===== src/rtl/tcw_pkg.sv =====
// ----------------------------------------------------------------------------
// tcw_pkg
// Shared constants, codes and payload types of the text console writer.
// ----------------------------------------------------------------------------
package tcw_pkg;

  localparam int COLUMNS    = 80;
  localparam int ROWS       = 25;
  localparam int TAB_STOP   = 4;
  localparam int CELL_COUNT = COLUMNS * ROWS;

  localparam int ADDR_W    = $clog2(CELL_COUNT);
  localparam int POS_W     = $clog2(CELL_COUNT + 1);
  localparam int COL_W     = $clog2(COLUMNS);
  localparam int COL_SUM_W = COL_W + 1;
  localparam int TAB_W     = $clog2(TAB_STOP);
  localparam int CELL_W    = 16;
  localparam int ATTR_W    = 8;

  localparam int FUNC_W   = 2;
  localparam int CHAR_W   = 9;
  localparam int INDEX_W  = 11;
  localparam int CURSOR_W = 11;

  localparam logic [ADDR_W-1:0] LAST_CELL  = ADDR_W'(CELL_COUNT - 1);
  localparam logic [ADDR_W-1:0] SCROLL_END = ADDR_W'(CELL_COUNT - COLUMNS);

  localparam logic [FUNC_W-1:0] FUNC_PUT   = 2'd0;
  localparam logic [FUNC_W-1:0] FUNC_CLEAR = 2'd1;
  localparam logic [FUNC_W-1:0] FUNC_READ  = 2'd2;

  localparam logic [CHAR_W-1:0] CH_BS     = 9'd8;
  localparam logic [CHAR_W-1:0] CH_TAB    = 9'd9;
  localparam logic [CHAR_W-1:0] CH_LF     = 9'd10;
  localparam logic [CHAR_W-1:0] CH_CR     = 9'd13;
  localparam logic [CHAR_W-1:0] CH_SPACE  = 9'h020;
  localparam logic [CHAR_W-1:0] CH_BS_ALT = 9'h100;

  localparam logic [7:0]        BLANK_CHAR = 8'h20;
  localparam logic [CELL_W-1:0] RESET_CELL = 16'h0F20;
  localparam logic [ATTR_W-1:0] ATTR_RESET = 8'd15;

  typedef struct packed {
    logic [FUNC_W-1:0]  func;
    logic [CHAR_W-1:0]  char_code;
    logic [INDEX_W-1:0] cell_index;
  } in_req_t;

  typedef struct packed {
    logic [CURSOR_W-1:0] cursor_pos;
    logic [CELL_W-1:0]   cell_value;
    logic                scrolled;
  } out_res_t;

  typedef struct packed {
    logic              wr_en;
    logic [ADDR_W-1:0] wr_addr;
    logic [CELL_W-1:0] wr_data;
    logic              rd_en;
    logic [ADDR_W-1:0] rd_addr;
  } ram_req_t;

endpackage


===== src/rtl/tcw_seq.sv =====
// ----------------------------------------------------------------------------
// tcw_seq
// Request sequencer: cursor update, cell write and read, scroll and fill sweeps.
// ----------------------------------------------------------------------------
module tcw_seq (
  input  logic                        clk,
  input  logic                        rst_n,
  input  logic                        in_valid,
  output logic                        in_stall,
  input  tcw_pkg::in_req_t            in_req,
  input  logic [tcw_pkg::ATTR_W-1:0]  attr,
  input  logic                        out_free,
  output logic                        res_load,
  output tcw_pkg::out_res_t           res,
  output tcw_pkg::ram_req_t           ram,
  input  logic [tcw_pkg::CELL_W-1:0]  ram_rd_data
);

  localparam logic [2:0] S_INIT   = 3'd0;
  localparam logic [2:0] S_IDLE   = 3'd1;
  localparam logic [2:0] S_EXEC   = 3'd2;
  localparam logic [2:0] S_SCROLL = 3'd3;
  localparam logic [2:0] S_FILL   = 3'd4;
  localparam logic [2:0] S_READ   = 3'd5;
  localparam logic [2:0] S_DONE   = 3'd6;

  logic [2:0]                        state_r, state_nxt;
  tcw_pkg::in_req_t                  req_r, req_nxt;
  logic [tcw_pkg::POS_W-1:0]         cursor_r, cursor_nxt;
  logic [tcw_pkg::COL_W-1:0]         col_r, col_nxt;
  logic [tcw_pkg::ADDR_W-1:0]        cnt_r, cnt_nxt;
  logic                              scrl_r, scrl_nxt;
  logic                              hit_r, hit_nxt;

  logic [tcw_pkg::CELL_W-1:0]        blank;
  logic [tcw_pkg::POS_W-1:0]         tab_step;
  logic [tcw_pkg::COL_SUM_W-1:0]     tab_col;
  logic [tcw_pkg::POS_W-1:0]         put_cur;
  logic [tcw_pkg::COL_W-1:0]         put_col;
  logic                              put_wr;
  logic [tcw_pkg::ADDR_W-1:0]        put_addr;
  logic [tcw_pkg::CELL_W-1:0]        put_cell;
  logic                              need_scroll;
  logic [tcw_pkg::POS_W-1:0]         fin_cur;
  logic                              rd_hit;

  assign blank  = {attr, tcw_pkg::BLANK_CHAR};
  assign rd_hit = req_r.cell_index < tcw_pkg::INDEX_W'(tcw_pkg::CELL_COUNT);

  always_comb begin
    tab_step = tcw_pkg::POS_W'(tcw_pkg::TAB_STOP)
             - tcw_pkg::POS_W'(cursor_r[tcw_pkg::TAB_W-1:0]);
    tab_col  = tcw_pkg::COL_SUM_W'(col_r) + tcw_pkg::COL_SUM_W'(tab_step);
    put_cur  = cursor_r;
    put_col  = col_r;
    put_wr   = 1'b0;
    put_cell = blank;
    case (req_r.char_code) inside
      tcw_pkg::CH_LF: begin
        put_cur = cursor_r + (tcw_pkg::POS_W'(tcw_pkg::COLUMNS) - tcw_pkg::POS_W'(col_r));
        put_col = '0;
      end
      tcw_pkg::CH_BS, tcw_pkg::CH_BS_ALT: begin
        put_wr = 1'b1;
        if (cursor_r != '0) begin
          put_cur = cursor_r - tcw_pkg::POS_W'(1);
          put_col = (col_r == '0) ? tcw_pkg::COL_W'(tcw_pkg::COLUMNS - 1)
                                  : col_r - tcw_pkg::COL_W'(1);
        end
      end
      tcw_pkg::CH_TAB: begin
        put_cur = cursor_r + tab_step;
        put_col = (tab_col >= tcw_pkg::COL_SUM_W'(tcw_pkg::COLUMNS))
                ? tcw_pkg::COL_W'(tab_col - tcw_pkg::COL_SUM_W'(tcw_pkg::COLUMNS))
                : tcw_pkg::COL_W'(tab_col);
      end
      tcw_pkg::CH_CR: begin
        put_cur = cursor_r - tcw_pkg::POS_W'(col_r);
        put_col = '0;
      end
      default: begin
        if (req_r.char_code >= tcw_pkg::CH_SPACE) begin
          put_wr   = 1'b1;
          put_cell = {attr, req_r.char_code[7:0]};
          put_cur  = cursor_r + tcw_pkg::POS_W'(1);
          put_col  = (col_r == tcw_pkg::COL_W'(tcw_pkg::COLUMNS - 1))
                   ? '0 : col_r + tcw_pkg::COL_W'(1);
        end
      end
    endcase
    put_addr    = tcw_pkg::ADDR_W'(put_wr && (req_r.char_code != tcw_pkg::CH_BS)
                  && (req_r.char_code != tcw_pkg::CH_BS_ALT) ? cursor_r : put_cur);
    need_scroll = put_cur >= tcw_pkg::POS_W'(tcw_pkg::CELL_COUNT);
    fin_cur     = need_scroll ? put_cur - tcw_pkg::POS_W'(tcw_pkg::COLUMNS) : put_cur;
  end

  always_comb begin
    state_nxt  = state_r;
    req_nxt    = req_r;
    cursor_nxt = cursor_r;
    col_nxt    = col_r;
    cnt_nxt    = cnt_r;
    scrl_nxt   = scrl_r;
    hit_nxt    = hit_r;
    ram        = '0;
    res_load   = 1'b0;
    res.cursor_pos = tcw_pkg::CURSOR_W'(cursor_r);
    res.cell_value = '0;
    res.scrolled   = scrl_r;
    in_stall   = (state_r != S_IDLE);
    unique case (state_r)
      S_INIT: begin
        ram.wr_en   = 1'b1;
        ram.wr_addr = cnt_r;
        ram.wr_data = tcw_pkg::RESET_CELL;
        if (cnt_r == tcw_pkg::LAST_CELL) begin
          cnt_nxt   = '0;
          state_nxt = S_IDLE;
        end else begin
          cnt_nxt = cnt_r + tcw_pkg::ADDR_W'(1);
        end
      end
      S_IDLE: begin
        if (in_valid) begin
          req_nxt   = in_req;
          state_nxt = S_EXEC;
        end
      end
      S_EXEC: begin
        unique case (req_r.func)
          tcw_pkg::FUNC_PUT: begin
            if (need_scroll || out_free) begin
              ram.wr_en   = put_wr;
              ram.wr_addr = put_addr;
              ram.wr_data = put_cell;
              cursor_nxt  = fin_cur;
              col_nxt     = put_col;
              scrl_nxt    = need_scroll;
              if (need_scroll) begin
                cnt_nxt   = '0;
                state_nxt = S_SCROLL;
              end else begin
                res_load       = 1'b1;
                res.cursor_pos = tcw_pkg::CURSOR_W'(fin_cur);
                res.scrolled   = 1'b0;
                state_nxt      = S_IDLE;
              end
            end
          end
          tcw_pkg::FUNC_CLEAR: begin
            cursor_nxt = '0;
            col_nxt    = '0;
            scrl_nxt   = 1'b0;
            cnt_nxt    = '0;
            state_nxt  = S_FILL;
          end
          tcw_pkg::FUNC_READ: begin
            hit_nxt     = rd_hit;
            ram.rd_en   = rd_hit;
            ram.rd_addr = tcw_pkg::ADDR_W'(req_r.cell_index);
            state_nxt   = S_READ;
          end
          default: begin
            if (out_free) begin
              res_load     = 1'b1;
              res.scrolled = 1'b0;
              state_nxt    = S_IDLE;
            end
          end
        endcase
      end
      S_SCROLL: begin
        if (cnt_r != tcw_pkg::SCROLL_END) begin
          ram.rd_en   = 1'b1;
          ram.rd_addr = cnt_r + tcw_pkg::ADDR_W'(tcw_pkg::COLUMNS);
        end
        if (cnt_r != '0) begin
          ram.wr_en   = 1'b1;
          ram.wr_addr = cnt_r - tcw_pkg::ADDR_W'(1);
          ram.wr_data = ram_rd_data;
        end
        if (cnt_r == tcw_pkg::SCROLL_END) begin
          state_nxt = S_FILL;
        end else begin
          cnt_nxt = cnt_r + tcw_pkg::ADDR_W'(1);
        end
      end
      S_FILL: begin
        ram.wr_en   = 1'b1;
        ram.wr_addr = cnt_r;
        ram.wr_data = blank;
        if (cnt_r == tcw_pkg::LAST_CELL) begin
          state_nxt = S_DONE;
        end else begin
          cnt_nxt = cnt_r + tcw_pkg::ADDR_W'(1);
        end
      end
      S_READ: begin
        if (out_free) begin
          res_load       = 1'b1;
          res.cell_value = hit_r ? ram_rd_data : '0;
          res.scrolled   = 1'b0;
          state_nxt      = S_IDLE;
        end
      end
      S_DONE: begin
        if (out_free) begin
          res_load  = 1'b1;
          state_nxt = S_IDLE;
        end
      end
      default: begin
        state_nxt = S_IDLE;
      end
    endcase
  end

  always_ff @(posedge clk) begin
    if (!rst_n) begin
      state_r  <= S_INIT;
      cursor_r <= '0;
      col_r    <= '0;
      cnt_r    <= '0;
      scrl_r   <= 1'b0;
      hit_r    <= 1'b0;
    end else begin
      state_r  <= state_nxt;
      cursor_r <= cursor_nxt;
      col_r    <= col_nxt;
      cnt_r    <= cnt_nxt;
      scrl_r   <= scrl_nxt;
      hit_r    <= hit_nxt;
    end
  end

  always_ff @(posedge clk) begin
    req_r <= req_nxt;
  end

  a_res_room: assert property (@(posedge clk) disable iff (!rst_n)
    res_load |-> out_free)
    else $error("result loaded while output register is blocked");

  a_res_idle: assert property (@(posedge clk) disable iff (!rst_n)
    res_load |=> state_r == S_IDLE)
    else $error("sequencer not idle after result");

  a_cursor_range: assert property (@(posedge clk) disable iff (!rst_n)
    cursor_r < tcw_pkg::POS_W'(tcw_pkg::CELL_COUNT) && col_r < tcw_pkg::COL_W'(tcw_pkg::COLUMNS))
    else $error("cursor out of range");

  a_idle_quiet: assert property (@(posedge clk) disable iff (!rst_n)
    state_r == S_IDLE |-> !ram.wr_en && !ram.rd_en)
    else $error("memory access while idle");

endmodule


===== config.mk =====
export PLATFORM = sky130hd
export DESIGN_NAME = tcw_seq
export DESIGN_NICKNAME = d
export VERILOG_FILES = /design/src/rtl/tcw_pkg.sv /design/src/rtl/tcw_seq.sv
export SDC_FILE = /design/constraint.sdc
export NUM_CORES = 1
export LEC_CHECK = 0
export ABC_AREA = 1
export BUFFER_PORTS_ARGS = -buffer_cell sky130_fd_sc_hd__buf_2
export CAP_MARGIN = 10
export CORE_ASPECT_RATIO = 0.5
export CORE_MARGIN = 5
export CORE_UTILIZATION = 55
export CTS_CLUSTER_SIZE = 8
export DETAILED_ROUTE_END_ITERATION = 10
export PLACE_DENSITY_LB_ADDON = 0.05
export SETUP_SLACK_MARGIN = 0.05
export SLEW_MARGIN = 20
export SYNTH_ARGS = -nofsm -noshare
export SYNTH_HDL_FRONTEND = slang
export SYNTH_SLANG_ARGS = --single-unit

===== constraint.sdc =====
create_clock -name clk -period 9.3 [get_ports clk]
set_input_delay 0.465 -clock clk [delete_from_list [all_inputs] [get_ports clk]]
set_output_delay 0.465 -clock clk [all_outputs]
set_load 0.005 [all_outputs]

==> metrics.cfg <==
[outcome]
status = finished, final reports clean

[clock_network]
clockBufferDepth = 2
clkSinkCount = 56
numCtsBuffers = 5
clkLatencyLatePin_ps = 310
cts_setup_buffers = 0
path_clk_slew_ps = 80
cts_resized = 0
ctsHoldBuffers = 0
h-tree-depth = 2
cts_tree = built
root_buffer = clkbuf_16

[global_route]
grt_usage_pct = 31.6
antenna_found_initial = 0
grt_pass1_vias = 7444
grt_max_degree = 30
grt_pass1_wl_um = 37900
overflow = 0

[synth]
synth_cell_types = 54
yosys_most_used_dff = dfxtp_1
synth_area_um2 = 6810
synth_edf_count = 22
syn_inst = 1095
ys_warn_count = 0
ys_seq_elements = 56
synth_fp_nets = 1184
async_reset_ff_share_pct = 0
avgSynthCellArea_um2 = 6.22
synth_seq_area_share_pct = 19.7

[worst_setup_path]
worst_setup_path_start_kind = flip-flop
end_kind = primary output
path_class = reg2out
crit_arrival_ps = 4700
cp.required_ps = 8840
crit_fanout = 22

[timing]
post-route-min-period_ps = 5170
skew_ps = 10.0
hold_violations = 0
rsz0062_at_grt = false
setup-tns-final_ps = 0
worst_pin_slew_ps = 1130
timing.hold.ws_ps = 326
drv_slew = 0
fmax_mhz = 194
setup_viol = 0
slew_headroom_pct = 24.6
fin_crit_sh_pct = 55.6

[floorplanning]
die-area_um2 = 14800
die_h_um = 88.7
start_util_pct = 57.0
die_w_um = 167
rows = 28
core_um2 = 11900
pin_count = 120

[pwr]
irDropWorstVdd_v = 0.0000655
power_density_nw_per_um2 = 69.5
p_int_uw = 400
leakagePower_uw = 0.00359
power_frac_comb_pct = 7.2
power_frac_seq_pct = 49.0
finalPower_uw = 524
switching_share_pct = 23.8
pwr-share-clk_pct = 43.8
p_switching_uw = 125

[drt]
drt_iter0_drc = 699
wl_um = 23800
drc = 0
vias = 7976
drt-vias-per-instance = 5.93
ant_nets = 0
wl_per_cell_um = 17.7
drt_pass1_iterations = 7

[layout]
area_growth_pct = 10.9
fin_area_um2 = 7550
nNetsFinal = 1268
diodes = 0
drive_above_1_share_pct = 15.9
finalNonFillerCells = 1345

[placed_design]
io_buffers = 119
dpl.cell_count = 1337
hpwl_um = 18100
dpl_cell_area_um2 = 7370
gp_congestion = 1.03

[hold_path]
hold_path.class = in2reg

[job]
drv_cap = 0

==> kinds of logic after synthesis <==
group                      Yosys count  synth area share [%]
adders and majority gates           39                  7.50
DFF                                 56                  19.7
xor gates and xnor gates            43                  5.53
and+or+nand+nor                    550                  37.3
AOI/OAI and AO/OA                  212                  17.9
buffers and inverters              195                  12.1
==> flip-flops by register name (all words and copies together) (netlist names) <==
register  cells
hit_r         1
cursor_r     11
col_r         7
req_r        22
scrl_r        1
state_r       3
cnt_r        11
==> critical path, stage by stage, from the launching register on <==
cell and delay, ps:
dfxtp_1 530, inv_1 130, ha_1 260, xnor2_1 320, ha_1 370, nand2_1 120, a21oi_1 80, nor2_1 90
nand2_1 90, o21ai_0 360, nand4_4 240, ha_1 270, nand2_1 70, nor2_2 40, nand3_2 80, a21oi_4 80
nand2_4 160, nand3_1 520, a21oi_1 400, buf_2 170
==> per-layer routing <==
| layer | GRT usage [%] | routed length, um | vias to the layer above |
|---|---|---|---|
| met1 | 40.6 | 9980 | 3657 |
| li1 | - | - | 3801 |
| met4 | 10.6 | 727 | 0 |
| met2 | 53.6 | 10700 | 447 |
| met5 | 0 | 0 | - |
| met3 | 7.05 | 2390 | 71 |
==> layout make-up <==
type	instances	area, um^2
clock buffer	6	129
clock inverter	2	38.8
fill	1169	4400
inverter	152	576
multi-input combinational	844	4650
sequential	56	1340
tap	165	206
timing repair buffer	120	603
==> power groups by stage <==
stage	combinational, uW	sequential [uW]	clock, uW
floorplan	19.7	262	0
global placement	36.6	263	0
detailed placement	36.7	263	0
CTS	37.0	257	230
global route	41.6	257	240
finish	37.7	257	230
==> layout by cell type (no fill, tap or decap), types with 6 or more instances in the layout <==
cell,synthesis,routed
a21oi_1,66,65
a31oi_1,6,6
buf_2,6,119
clkinv_1,8,9
dfxtp_1,34,34
edfxtp_1,22,22
ha_1,36,36
inv_1,130,129
inv_2,12,12
nand2_1,267,267
nand2_2,14,14
nand3_1,83,83
nand3_2,6,6
nand4_1,21,21
nor2_1,99,98
nor2_4,6,7
nor3_1,24,24
nor4_1,10,10
o211ai_1,14,14
o21ai_0,79,79
o21ai_1,12,12
o221ai_1,8,8
o22ai_1,8,8
xor2_1,39,39
==> synthesized netlist by cell type (2+ instances only) <==
master       n  area (um^2)
nand2_2     14         87.6
buf_4        3         22.5
o21ai_0     79          395
fa_1         3         60.1
a22oi_1      2         15.0
nor3b_1      2         15.0
buf_6        9          101
o221ai_1     8         70.1
inv_4        2         12.5
nor4_1      10         62.6
inv_2       12         45.0
inv_1      130          488
a31oi_1      6         37.5
dfxtp_1     34          681
nand2_4      5         56.3
clkbuf_1    23         86.3
o22ai_1      8         50.1
xnor2_1      4         35.0
nor3_4       3         48.8
nand2_1    267         1000
nor2_2       4         25.0
nor3_1      24          120
a21oi_4      2         32.5
o211ai_1    14          105
o21ai_1     12         60.1
nor2_1      99          372
nor2_4       6         67.6
edfxtp_1    22          661
nand3b_1     2         15.0
buf_2        6         30.0
clkinv_1     8         30.0
nand3_1     83          415
a21oi_1     66          330
a2111oi_0    2         17.5
o21bai_1     2         15.0
a211oi_1     2         15.0
nand4_1     21          131
a21o_1       2         15.0
xor2_1      39          342
nand3_2      6         60.1
ha_1        36          450
==> through the flow <==
stage	utilization (%)	setup WS, ps
detailed placement	61.7	4580
floorplan	-	5680
global route	63.2	3760
CTS	63.1	4240
global placement	61.7	4690
finish	63.2	4130
==> worst paths after layout <==
kind,start,endpoint,slack [ps],depth (start not counted)
max,col_r[0],res[25],4130,19
min,in_req[13],req_r[13],330,1
max reg2reg,cursor_r[1],col_r[4],5130,19
min reg2reg,hit_r,hit_r,480,2
Note: power is estimated with default switching activity, not from simulation.
